`src/assert_macros.svh`:
```
`ifndef ASSERT_MACROS_SVH
`define ASSERT_MACROS_SVH

// Concurrent check of a plain condition on every clock edge out of reset.
`define ASSERT_ALWAYS(lbl, cond, msg) \
    lbl: assert property (@(posedge i_clk) disable iff (!i_rst_n) (cond)) else $error(msg);

// Concurrent check of an implication on every clock edge out of reset.
`define ASSERT_IMPL(lbl, ante, cons, msg) \
    lbl: assert property (@(posedge i_clk) disable iff (!i_rst_n) (ante) |-> (cons)) \
        else $error(msg);

`endif

```
`src/lpp_pkg.sv`:
```
`timescale 1ns / 1ps

package lpp_pkg;

    localparam int unsigned MAX_BUFFER_BYTES = 65536;
    localparam int unsigned MAX_PARAMS       = 255;
    localparam int unsigned CAP_INT          =
        (MAX_BUFFER_BYTES > 65535) ? 65535 : MAX_BUFFER_BYTES;
    localparam logic [15:0] CONSUMED_CAP     = 16'(CAP_INT);
    localparam logic [31:0] MAX_PARAMS_W     = 32'(MAX_PARAMS);

    localparam int unsigned QUEUE_DEPTH = 4;
    localparam int unsigned QUEUE_AW    = $clog2(QUEUE_DEPTH);

    localparam int unsigned CFG_IDX_W = 2;
    localparam logic [CFG_IDX_W-1:0] REG_EXPECTED_COUNT = 2'd0;
    localparam logic [CFG_IDX_W-1:0] REG_BIG_ENDIAN     = 2'd1;

    localparam int unsigned OUT_TDATA_W = 72;

    typedef enum logic [1:0] {
        KIND_PAYLOAD = 2'd0,
        KIND_HEADER  = 2'd1,
        KIND_SUMMARY = 2'd2
    } t_kind;

    typedef struct packed {
        logic [7:0] expected_count;
        logic       big_endian;
    } t_cfg;

    typedef struct packed {
        logic        item_vld;
        t_kind       item_kind;
        logic [7:0]  item_idx;
        logic [31:0] item_val;
        logic        sum_vld;
        logic [7:0]  sum_params;
        logic [15:0] sum_consumed;
        logic        sum_ok;
    } t_evt;

endpackage

```
`src/lpp_front.sv`:
```
`timescale 1ns / 1ps
`include "assert_macros.svh"

module lpp_front (
    input  logic          i_clk,
    input  logic          i_rst_n,
    input  lpp_pkg::t_cfg i_cfg,
    input  logic          i_tvalid,
    output logic          o_tready,
    input  logic [7:0]    i_data_byte,
    input  logic          i_last_byte,
    input  logic          i_q_full,
    output logic          o_evt_push,
    output lpp_pkg::t_evt o_evt
);
    import lpp_pkg::*;

    typedef enum logic [1:0] {
        PH_COUNT,
        PH_LEN,
        PH_PAYLOAD,
        PH_DONE
    } t_phase;

    t_phase      r_phase, n_phase;
    logic [1:0]  r_pos, n_pos;
    logic [31:0] r_shift, n_shift;
    logic [7:0]  r_param, n_param;
    logic [31:0] r_left, n_left;
    logic [15:0] r_consumed, n_consumed;

    logic        w_accept;
    logic [31:0] w_word;
    t_evt        w_evt;

    function automatic logic [15:0] f_sat_add(input logic [15:0] a, input logic [2:0] n);
        logic [16:0] s;
        s = {1'b0, a} + {14'd0, n};
        return (s > {1'b0, CONSUMED_CAP}) ? CONSUMED_CAP : s[15:0];
    endfunction

    assign w_accept   = i_tvalid && !i_q_full;
    assign o_tready   = !i_q_full;
    assign o_evt      = w_evt;
    assign o_evt_push = w_accept && (w_evt.item_vld || w_evt.sum_vld);

    always_comb begin
        n_phase    = r_phase;
        n_pos      = r_pos;
        n_shift    = r_shift;
        n_param    = r_param;
        n_left     = r_left;
        n_consumed = r_consumed;
        w_evt      = '0;
        w_word     = '0;

        case (r_phase)
            PH_COUNT, PH_LEN: begin
                if (i_cfg.big_endian) begin
                    w_word = {r_shift[23:0], i_data_byte};
                end else begin
                    w_word = r_shift | ({24'd0, i_data_byte} << {r_pos, 3'b000});
                end
                n_pos   = r_pos + 2'd1;
                n_shift = w_word;
                if (r_pos == 2'd3) begin
                    n_shift = '0;
                    if (r_phase == PH_COUNT) begin
                        if (w_word == {24'd0, i_cfg.expected_count} &&
                            w_word <= MAX_PARAMS_W) begin
                            n_consumed = f_sat_add(r_consumed, 3'd4);
                            n_phase = (i_cfg.expected_count == 8'd0) ? PH_DONE : PH_LEN;
                        end else begin
                            n_phase = PH_DONE;
                        end
                    end else begin
                        w_evt.item_vld  = 1'b1;
                        w_evt.item_kind = KIND_HEADER;
                        w_evt.item_idx  = r_param;
                        w_evt.item_val  = w_word;
                        n_param    = r_param + 8'd1;
                        n_consumed = f_sat_add(r_consumed, 3'd4);
                        if (w_word == 32'd0) begin
                            n_phase = (n_param >= i_cfg.expected_count) ? PH_DONE : PH_LEN;
                        end else begin
                            n_left  = w_word;
                            n_phase = PH_PAYLOAD;
                        end
                    end
                end
            end
            PH_PAYLOAD: begin
                w_evt.item_vld  = 1'b1;
                w_evt.item_kind = KIND_PAYLOAD;
                w_evt.item_idx  = r_param - 8'd1;
                w_evt.item_val  = {24'd0, i_data_byte};
                n_consumed = f_sat_add(r_consumed, 3'd1);
                n_left     = r_left - 32'd1;
                if (n_left == 32'd0) begin
                    n_phase = (r_param >= i_cfg.expected_count) ? PH_DONE : PH_LEN;
                end
            end
            default: begin
            end
        endcase

        if (i_last_byte) begin
            w_evt.sum_vld      = 1'b1;
            w_evt.sum_params   = n_param;
            w_evt.sum_consumed = n_consumed;
            w_evt.sum_ok       = (n_param == i_cfg.expected_count) &&
                                 (i_cfg.expected_count == 8'd0 || n_phase != PH_PAYLOAD);
            n_phase    = PH_COUNT;
            n_pos      = '0;
            n_shift    = '0;
            n_param    = '0;
            n_left     = '0;
            n_consumed = '0;
        end
    end

    always_ff @(posedge i_clk) begin
        if (!i_rst_n) begin
            r_phase    <= PH_COUNT;
            r_pos      <= '0;
            r_shift    <= '0;
            r_param    <= '0;
            r_left     <= '0;
            r_consumed <= '0;
        end else if (w_accept) begin
            r_phase    <= n_phase;
            r_pos      <= n_pos;
            r_shift    <= n_shift;
            r_param    <= n_param;
            r_left     <= n_left;
            r_consumed <= n_consumed;
        end
    end

    `ASSERT_IMPL(a_word_pos_phase, r_pos != 2'd0,
        r_phase == PH_COUNT || r_phase == PH_LEN, "partial word outside word phases")
    `ASSERT_IMPL(a_payload_left, r_phase == PH_PAYLOAD, r_left != 32'd0,
        "payload phase with nothing left")
    `ASSERT_IMPL(a_push_room, o_evt_push, !i_q_full, "event pushed into full queue")

endmodule

```
`src/lpp_queue.sv`:
```
`timescale 1ns / 1ps
`include "assert_macros.svh"

module lpp_queue (
    input  logic          i_clk,
    input  logic          i_rst_n,
    input  logic          i_push,
    input  lpp_pkg::t_evt i_data,
    output logic          o_full,
    input  logic          i_pop,
    output logic          o_empty,
    output lpp_pkg::t_evt o_data
);
    import lpp_pkg::*;

    t_evt                r_mem [QUEUE_DEPTH];
    logic [QUEUE_AW-1:0] r_wr, r_rd;
    logic [QUEUE_AW:0]   r_count;

    assign o_full  = (r_count == (QUEUE_AW + 1)'(QUEUE_DEPTH));
    assign o_empty = (r_count == '0);
    assign o_data  = r_mem[r_rd];

    always_ff @(posedge i_clk) begin
        if (i_push) begin
            r_mem[r_wr] <= i_data;
        end
    end

    always_ff @(posedge i_clk) begin
        if (!i_rst_n) begin
            r_wr    <= '0;
            r_rd    <= '0;
            r_count <= '0;
        end else begin
            if (i_push) begin
                r_wr <= r_wr + 1'b1;
            end
            if (i_pop) begin
                r_rd <= r_rd + 1'b1;
            end
            case ({i_push, i_pop})
                2'b10:   r_count <= r_count + 1'b1;
                2'b01:   r_count <= r_count - 1'b1;
                default: r_count <= r_count;
            endcase
        end
    end

    `ASSERT_ALWAYS(a_count_range, r_count <= (QUEUE_AW + 1)'(QUEUE_DEPTH),
        "queue count out of range")
    `ASSERT_IMPL(a_no_overflow, i_push, !o_full, "push into full queue")
    `ASSERT_IMPL(a_no_underflow, i_pop, !o_empty, "pop from empty queue")

endmodule

```
`src/lpp_back.sv`:
```
`timescale 1ns / 1ps
`include "assert_macros.svh"

module lpp_back (
    input  logic                             i_clk,
    input  logic                             i_rst_n,
    input  logic                             i_q_empty,
    input  lpp_pkg::t_evt                    i_q_data,
    output logic                             o_q_pop,
    output logic                             o_tvalid,
    input  logic                             i_tready,
    output logic [lpp_pkg::OUT_TDATA_W-1:0]  o_tdata,
    output logic [1:0]                       o_tuser,
    output logic                             o_tlast
);
    import lpp_pkg::*;

    logic        r_vld, n_vld;
    t_kind       r_kind, n_kind;
    logic [7:0]  r_idx, n_idx;
    logic [31:0] r_val, n_val;
    logic [7:0]  r_params, n_params;
    logic [15:0] r_consumed, n_consumed;
    logic        r_ok, n_ok;
    logic        r_last, n_last;
    logic        r_pend, n_pend;
    t_evt        r_pend_evt, n_pend_evt;

    logic        w_load;

    assign w_load = !r_vld || i_tready;

    always_comb begin
        n_vld      = r_vld;
        n_kind     = r_kind;
        n_idx      = r_idx;
        n_val      = r_val;
        n_params   = r_params;
        n_consumed = r_consumed;
        n_ok       = r_ok;
        n_last     = r_last;
        n_pend     = r_pend;
        n_pend_evt = r_pend_evt;
        o_q_pop    = 1'b0;

        if (w_load) begin
            n_vld = 1'b0;
            if (r_pend) begin
                n_vld      = 1'b1;
                n_kind     = KIND_SUMMARY;
                n_idx      = '0;
                n_val      = '0;
                n_params   = r_pend_evt.sum_params;
                n_consumed = r_pend_evt.sum_consumed;
                n_ok       = r_pend_evt.sum_ok;
                n_last     = 1'b1;
                n_pend     = 1'b0;
            end else if (!i_q_empty) begin
                o_q_pop = 1'b1;
                n_vld   = 1'b1;
                if (i_q_data.item_vld) begin
                    n_kind     = i_q_data.item_kind;
                    n_idx      = i_q_data.item_idx;
                    n_val      = i_q_data.item_val;
                    n_params   = '0;
                    n_consumed = '0;
                    n_ok       = 1'b0;
                    n_last     = !i_q_data.sum_vld;
                    n_pend     = i_q_data.sum_vld;
                    n_pend_evt = i_q_data;
                end else begin
                    n_kind     = KIND_SUMMARY;
                    n_idx      = '0;
                    n_val      = '0;
                    n_params   = i_q_data.sum_params;
                    n_consumed = i_q_data.sum_consumed;
                    n_ok       = i_q_data.sum_ok;
                    n_last     = 1'b1;
                end
            end
        end
    end

    always_ff @(posedge i_clk) begin
        if (!i_rst_n) begin
            r_vld  <= 1'b0;
            r_pend <= 1'b0;
        end else begin
            r_vld  <= n_vld;
            r_pend <= n_pend;
        end
        r_kind     <= n_kind;
        r_idx      <= n_idx;
        r_val      <= n_val;
        r_params   <= n_params;
        r_consumed <= n_consumed;
        r_ok       <= n_ok;
        r_last     <= n_last;
        r_pend_evt <= n_pend_evt;
    end

    assign o_tvalid = r_vld;
    assign o_tuser  = r_kind;
    assign o_tlast  = r_last;
    assign o_tdata  = {7'd0, r_ok, r_consumed, r_params, r_val, r_idx};

    `ASSERT_IMPL(a_pend_has_item, r_pend, r_vld, "pending summary without item in output")
    `ASSERT_IMPL(a_summary_last, r_vld && r_kind == KIND_SUMMARY, r_last,
        "summary not marked last")
    `ASSERT_IMPL(a_pend_not_last, r_pend, !r_last, "item marked last with summary pending")

endmodule

```
`src/length_prefixed_param_parser_core.sv`:
```
// Path: a result reaches o_m_tvalid through the event queue and then the output register.
// Throughput: one byte per cycle while the event queue is not full; each result leaves as a
// transfer of its own, so a byte causing a result and the end summary makes two transfers,
// with a four-entry event queue between parser and output stage absorbing the backlog.
// Reset: i_rst_n synchronous active low; clears parse state, config, output valid/pending and the queue.
`timescale 1ns / 1ps

module length_prefixed_param_parser_core (
    input  logic                                i_clk,
    input  logic                                i_rst_n,
    input  logic                                i_s_tvalid,
    output logic                                o_s_tready,
    input  logic [7:0]                          i_s_tdata,   // [7:0] data_byte
    input  logic                                i_s_tlast,
    output logic                                o_m_tvalid,
    input  logic                                i_m_tready,
    // [7:0] param_index, [39:8] value, [47:40] params_read,
    // [63:48] consumed_bytes, [64] ok, [71:65] zero
    output logic [lpp_pkg::OUT_TDATA_W-1:0]     o_m_tdata,
    output logic [1:0]                          o_m_tuser,   // [1:0] kind
    output logic                                o_m_tlast,
    input  logic                                i_cfg_valid,
    output logic                                o_cfg_ready,
    input  logic [lpp_pkg::CFG_IDX_W-1:0]       i_cfg_index,
    input  logic [7:0]                          i_cfg_data
);
    import lpp_pkg::*;

    t_cfg r_cfg;
    t_evt w_evt_in, w_evt_out;
    logic w_push, w_pop, w_full, w_empty;

    assign o_cfg_ready = 1'b1;

    always_ff @(posedge i_clk) begin
        if (!i_rst_n) begin
            r_cfg <= '0;
        end else if (i_cfg_valid) begin
            case (i_cfg_index)
                REG_EXPECTED_COUNT: r_cfg.expected_count <= i_cfg_data;
                REG_BIG_ENDIAN:     r_cfg.big_endian     <= i_cfg_data[0];
                default:            r_cfg                <= r_cfg;
            endcase
        end
    end

    lpp_front u_front (
        .i_clk       (i_clk),
        .i_rst_n     (i_rst_n),
        .i_cfg       (r_cfg),
        .i_tvalid    (i_s_tvalid),
        .o_tready    (o_s_tready),
        .i_data_byte (i_s_tdata),
        .i_last_byte (i_s_tlast),
        .i_q_full    (w_full),
        .o_evt_push  (w_push),
        .o_evt       (w_evt_in)
    );

    lpp_queue u_queue (
        .i_clk   (i_clk),
        .i_rst_n (i_rst_n),
        .i_push  (w_push),
        .i_data  (w_evt_in),
        .o_full  (w_full),
        .i_pop   (w_pop),
        .o_empty (w_empty),
        .o_data  (w_evt_out)
    );

    lpp_back u_back (
        .i_clk     (i_clk),
        .i_rst_n   (i_rst_n),
        .i_q_empty (w_empty),
        .i_q_data  (w_evt_out),
        .o_q_pop   (w_pop),
        .o_tvalid  (o_m_tvalid),
        .i_tready  (i_m_tready),
        .o_tdata   (o_m_tdata),
        .o_tuser   (o_m_tuser),
        .o_tlast   (o_m_tlast)
    );

endmodule

```
`config.mk`:
```
export PLATFORM = sky130hd
export DESIGN_NAME = length_prefixed_param_parser_core
export DESIGN_NICKNAME = d
export VERILOG_FILES = /design/src/lpp_pkg.sv /design/src/lpp_front.sv /design/src/lpp_queue.sv /design/src/lpp_back.sv /design/src/length_prefixed_param_parser_core.sv
export VERILOG_INCLUDE_DIRS = /design/src /design/src/src
export SDC_FILE = /design/constraint.sdc
export NUM_CORES = 1
export LEC_CHECK = 0
export BUFFER_PORTS_ARGS = -buffer_cell sky130_fd_sc_hd__buf_2
export CAP_MARGIN = 20
export CORE_ASPECT_RATIO = 1.75
export CORE_MARGIN = 4
export CORE_UTILIZATION = 60
export CTS_CLUSTER_SIZE = 10
export DETAILED_ROUTE_END_ITERATION = 6
export PLACE_DENSITY = 0.86
export REMOVE_ABC_BUFFERS = 1
export SYNTH_ARGS = -nofsm -noshare
export SYNTH_HDL_FRONTEND = slang
export SYNTH_SLANG_ARGS = --single-unit
```
`constraint.sdc`:
```
create_clock -name i_clk -period 5.5 [get_ports i_clk]
set_input_delay 0.275 -clock i_clk [delete_from_list [all_inputs] [get_ports i_clk]]
set_output_delay 0.275 -clock i_clk [all_outputs]
set_load 0.005 [all_outputs]
```
After elaboration in Yosys (flattened, before gate mapping)
Memory sizes are Yosys's and may differ from the RTL's. A register that Yosys moved wholly into a read port is not among the register bits.
Cells that the tools add are included.
{ "word_totals": {"elab_cells": 149, "out_inout_bits": 78, "reg_bits": 203, "mem_count": 1, "inputBits": 24, "ramBits": 276} }
{ "memory_table": {"columns": ["name", "words", "word_bits", "rd", "rd_clocked_by_memory_dff", "write_ports", "line_no", "source"], "rows": [
  ["u_queue.r_mem", 4, 69, 1, 1, 1, "lpp_queue.sv:16", "t_evt r_mem [QUEUE_DEPTH];"]
]} }
{ "classes": {"n_bitwise": 3, "order_cmp": 5, "muxes": 66, "n_shift": 1, "addsub": 10, "reduce_logical": 26, "n_eq_ne": 14} }
{ "op_table": {"columns": ["cell", "n"], "rows": [
  ["$mux W32", 11],
  ["$mux W16", 9],
  ["$mux W43", 2],
  ["$pmux W43 S2", 1],
  ["$mux W8", 9],
  ["$logic_not A32 Y1", 2],
  ["$pmux W32 S2", 1],
  ["$gt A17 B16 Y1 const B", 2],
  ["$eq A32 B8 Y1", 1],
  ["$le A32 B8 Y1 const B", 1],
  ["$or A32 B32 Y32", 1],
  ["$pmux W16 S2", 1],
  ["$shl A8 B5 Y32", 1],
  ["$sub A32 B1 Y32 const B", 1],
  ["$mux W2", 15],
  ["$mux W26", 1],
  ["$add A16 B1 Y17 const B", 1],
  ["$add A16 B3 Y17 const B", 1],
  ["$ge A8 B8 Y1", 2],
  ["$mux W1", 14],
  ["$add A8 B1 Y8 const B", 1],
  ["$eq A8 B8 Y1", 1],
  ["$logic_not A8 Y1", 1],
  ["$reduce_and A2 Y1", 4],
  ["23 further kinds", 41]
]} }

Depth between registers and ports, before layout
{ "logic_depth": {"word_depth": 18, "mapped_depth": 13, "ltp_nobuf": 12} }

Modules after synthesis
Synthesis repeated with hierarchy kept, for this count alone.
{ "unflattened": {"hier_cells": 1806, "hier_area_um2": 22452.8} }
{ "by_module_without_submodules": {"columns": ["module", "seq_area_each_um2", "area_per_inst_um2", "instances", "cells_per_inst"], "rows": [
  ["lpp_queue", 8468.1, 10415.0, 1, 407],
  ["lpp_front", 1841.8, 8134.1, 1, 1162],
  ["lpp_back", 2832.7, 3512.1, 1, 195],
  ["length_prefixed_param_parser_core", 180.2, 391.6, 1, 42]
]} }

Worst setup path after synthesis
OpenSTA, ideal clock, no wires.
{ "synth_path": {"path_type": "flip-flop to flip-flop", "start": "reg u_back.r_pend", "end": "reg u_back.r_last, in the netlist u_back.o_tlast, enable pin", "period_less_slack_ns": 3.992, "path_slack_ns": 1.508, "n_path_buf": 1, "setup_time_ns": 0.494, "t_arrival_ns": 3.497, "required_time_ns": 5.006, "path_stages_with_launch": 4, "path_cell_list": "dfxtp_1 > clkbuf_1 > nor4_1 > nor2_1"} }
{ "synth_between": {"elab_chain_len": 2} }
{ "synth_rtl": {"columns": ["element", "line_no", "source"], "rows": [
  ["start: declaration", "lpp_back.sv:26", "logic r_pend, n_pend;"],
  ["start signal: assignment", "lpp_back.sv:90", "r_pend <= n_pend;"],
  ["$ne A2 B2 Y1 (no line)", null, null],
  ["$reduce_and A2 Y1 (no line)", null, null],
  ["end signal: assignment", "lpp_back.sv:98", "r_last <= n_last;"],
  ["end: declaration", "lpp_back.sv:25", "logic r_last, n_last;"]
]} }
No other way between the ends.
A chain may end at the register's enable or synchronous reset.

Worst setup path in the final report
{ "layout_path": {"start": "reg r_cfg[0] in the netlist's numbering", "end": "reg u_front.r_left[16]"} }
{ "layout_between": {"elab_chain_len": 7, "elab_cells_between_ends": 10, "classes_between": "1 x eq/ne; 7 x mux; 2 x reduce/logical"} }
{ "layout_rtl": {"columns": ["element", "line_no", "source"], "rows": [
  ["start: declaration", "length_prefixed_param_parser_core.sv:29", "t_cfg r_cfg;"],
  ["start signal: assignment", "length_prefixed_param_parser_core.sv:42", "default: r_cfg <= r_cfg;"],
  ["$mux W32 (*)", "lpp_front.sv:59", "if (i_cfg.big_endian) begin"],
  ["$mux W32 (*)", "lpp_front.sv:57", "case (r_phase)"],
  ["branches (longest 5 deep; another with $logic_not A32 Y1)", null, null],
  ["end signal: assignment", "lpp_front.sv:135", "r_left <= n_left;"],
  ["end: declaration", "lpp_front.sv:29", "logic [31:0] r_left, n_left;"]
]} }
Every way passes the cells marked *. The select of a mux whose other input is x is not followed.

==> impl_metrics.csv <==
group,metric,value,unit
status,status,"complete, but fails checks",
status,violations,"design-rule violations",
timing,rsz0062_at_grt,"false",
yosys,async_flop_share,0,%
setup_path,worstPathCellList,"buf_4 -> inv_1 -> o21ai_0 -> and4_1 -> nand2_1 -> or4_4 -> o31ai_4 -> buf_4 -> nor2_1 -> buf_4 -> o21ai_0 -> a21oi_1",
setup_path,worst-path-stages,12,
floorplanning,io_pins,102,
hold_path,min_to,"u_front.r_shift[31]",
floorplanning,initial_utilization,60.95,%
yosys,ys_ff_latch,477,
drt,routed_wl,59680,um
yosys,syn-cell-area,22100,sq um
cells_and_area,drive_gt1_share,14.96,%
drt,wl_met3,3908,um
floorplanning,num_rows,92,
drt,via_per_inst,6.519,
cts,cts.clk_slew.worst_paths,0.06,ns
grt,grt_pass1_vias,16000,
yosys,synth_warnings,0,
drt,drtPass1Iterations,7,
timing,setup_viol,0,
place,place.gp.congestion,0.9849,
setup_path,crit_type,"flop to flop",
cts,post-cts-setup-buffers,0,
drt,vias,15830,
setup_path,cp_slowest_cell,"o21ai_0",
cts,cts_buffer_depth,3,
setup_path,critPathLaunchType,"flop",
cells_and_area,layout.nets,1970,
floorplanning,dieArea,40090,sq um
hold_path,hold_depth,2,
timing,hold_viol_final,0,
setup_path,worst_r2r_endpoint,"u_front.r_left[16]",
drt,drt_first_iter_violations,1774,
cells_and_area,stdcell_area,24600,sq um
drt,wl_per_cell,24.58,um
pwr,ir_drop,310.0,uV
cts,root_buffer,"clkbuf_16",
hold_path,hold_class,"input port to flop",
timing,hold_ws,0.09379,ns
timing,worstMarginPinSlew,1.179,ns
cells_and_area,antenna_cells,0,
floorplanning,fp.dieH,261.9,um
grt,grtUsageTotal,29.38,%
timing,period_share,79.64,%
yosys,ys_types,78,
drt,met1_length,21160,um
cts,cts_sinks,477,
drt,drc_errors,1,
setup_path,cpLargestDelayFamily,"compound AO/OA/AOI/OAI gates",
cts,cts_hold_buf,8,
place,dp_hpwl,39830,um
pwr,p_leak,8.539,nW
cts,tritoncts,"done",
cells_and_area,layout_commonest_cell,"edfxtp_1",
yosys,synth_edf_count,365,
drt,ant_nets,0,
cells_and_area,most-common-layout-cells,"edfxtp_1 (365), nor2_1 (236), nand2_1 (132)",
setup_path,cp_max_fo,46,
pwr,power_density,404.7,nW/um^2
timing,drv_slew,0,
timing,fin_setup_tns,0,ns
setup_path,critPathRequiredTime,5.92,ns
hold_path,worstHoldStart,"i_rst_n",
cts,clock_latency,0.59,ns
flow_run,max_cap_viol_count,0,
setup_path,crit_buf_inv,4,
grt,grt-ovfl-total,0,
timing,fin_skew,0.02626,ns
timing,fmax,228.3,MHz
cells_and_area,syn2layout_area_growth,11.32,%
setup_path,ff2ff_setup_slack,1.12,ns
setup_path,cp-end-kind,"flop",
yosys,synth-seq-area-share,59.74,%
setup_path,critPathArrivalTime,4.80,ns
drt,met2_length,31700,um
yosys,synthCells,1862,
cts,cts-htree-levels,2,
floorplanning,core-area,36260,sq um
timing,slew_headroom,20.58,%
grt,antenna_found_initial,0,
grt,grt_pass1_wl,92050,um
setup_path,critPathMaxStageDelay,1.04,ns
grt,grt_max_degree,93,
yosys,post_synth.cell_area_avg,11.87,sq um
timing,finalCriticalPeriod,4.380,ns
setup_path,rr_startpoint,"r_cfg[0]",
pwr,power,0.009957,W
cts,cts_buffers,54,
place,placed_cell_area,22910,sq um
floorplanning,die_width,153.1,um
place,port_buffers,93,
cts,ctsResizeCount,0,
yosys,synth_flop_cell,"edfxtp_1",
drt,top_layer,"met4",
setup_path,cpMostUsedCell,"buf_4",
setup_path,rr_worst_depth,12,
power by group:
group	switching [W]	internal [W]
Combinational	0.00118	0.000764
Clock	0.00140	0.00191
Sequential	0.000206	0.00450
layer usage:
metal | up-vias | GRT usage [%]
li1 | 7020 | -
met1 | 7789 | 34.19
met2 | 826 | 53.74
met3 | 192 | 3.889
met4 | 0 | 13.92
met5 | - | 0
registers in the layout (all words and copies together), names as in the netlist, 3 cells and up, named ones only:
register,cells
u_back.r_pend_evt,25
u_back.r_idx,8
u_queue.r_mem,272
r_cfg,9
u_back.r_val,32
u_front.r_consumed,16
u_queue.r_count,3
u_front.r_left,32
u_back.r_params,8
u_back.r_consumed,16
u_front.r_shift,32
u_front.r_param,8
cell type report:
type                       count  area (sq um)
sequential                   477         13210
multi-input combinational   1209          8215
clock buffer                  95          1515
tap                          470         588.1
inverter                      40         150.1
fill                        2556         11660
clock inverter                 5         97.59
timing repair buffer         132         828.3
how the worst max path moves through the flow:
| stage | startpoint | endpoint | slack (ns) |
|---|---|---|---|
| floorplan | flop | u_back.r_pend_evt[0] | -1.76 |
| finish | r_cfg[0] | u_front.r_left[16] | 1.12 |
| CTS | r_cfg[0] | u_front.r_left[16] | 1.22 |
| global placement | r_cfg[0] | u_front.r_left[11] | 1.27 |
| detailed placement | r_cfg[0] | u_front.r_left[16] | 1.21 |
| global route | r_cfg[0] | u_front.r_left[29] | 0.94 |
synthesized netlist by cell type, types with 9 or more instances:
cell type  instances  share of area [%]
a2111oi_0         13               0.52
or3_1             10               0.28
nor4_1            30               0.85
a21oi_1          116                2.6
xor2_1            17               0.67
o21ai_0          104                2.4
xnor2_1           35                1.4
nor2b_1           45                1.3
buf_4             12               0.41
inv_1             39               0.66
o31ai_1           12               0.41
nand2_1          132                2.2
mux4_2            67                6.8
nand3_1           29               0.66
nor3_1            32               0.72
nand3b_1          14               0.48
nand4_1           24               0.68
ha_1              31                1.8
o2bb2ai_1          9               0.36
edfxtp_1         365                 50
and3_1            15               0.42
or4_1             11               0.37
buf_1              9               0.15
clkbuf_1         113                1.9
a31oi_1           12               0.34
dfxtp_1          112                 10
mux2i_1           11               0.50
a21o_1            10               0.34
and2_1            30               0.85
nor2_1           238                4.0
cell families (layout without fill, tap and decap cells):
| group | Yosys count | in the layout | synth area share (%) |
|---|---|---|---|
| AO/OA/AOI/OAI | 379 | 379 | 10.84 |
| XOR/XNOR | 52 | 52 | 2.061 |
| adder cells (fa/ha/maj) | 32 | 32 | 1.846 |
| buffers and inverters | 182 | 272 | 3.340 |
| flip-flops | 477 | 477 | 59.74 |
| multiplexers | 83 | 83 | 7.581 |
| other | 2 | 8 | 0.03398 |
| AND/OR/NAND/NOR | 655 | 655 | 14.56 |
stage by stage:
stage	std cells	setup WS, ns	util, %
after global placement	2319	1.266	63.16
after detailed placement	2320	1.207	63.18
after floorplan	1726	-1.764	-
final	2428	1.120	67.85
after CTS	2428	1.217	67.85
after global routing	2428	0.9355	67.85
Power figures use the tool's default switching activity.
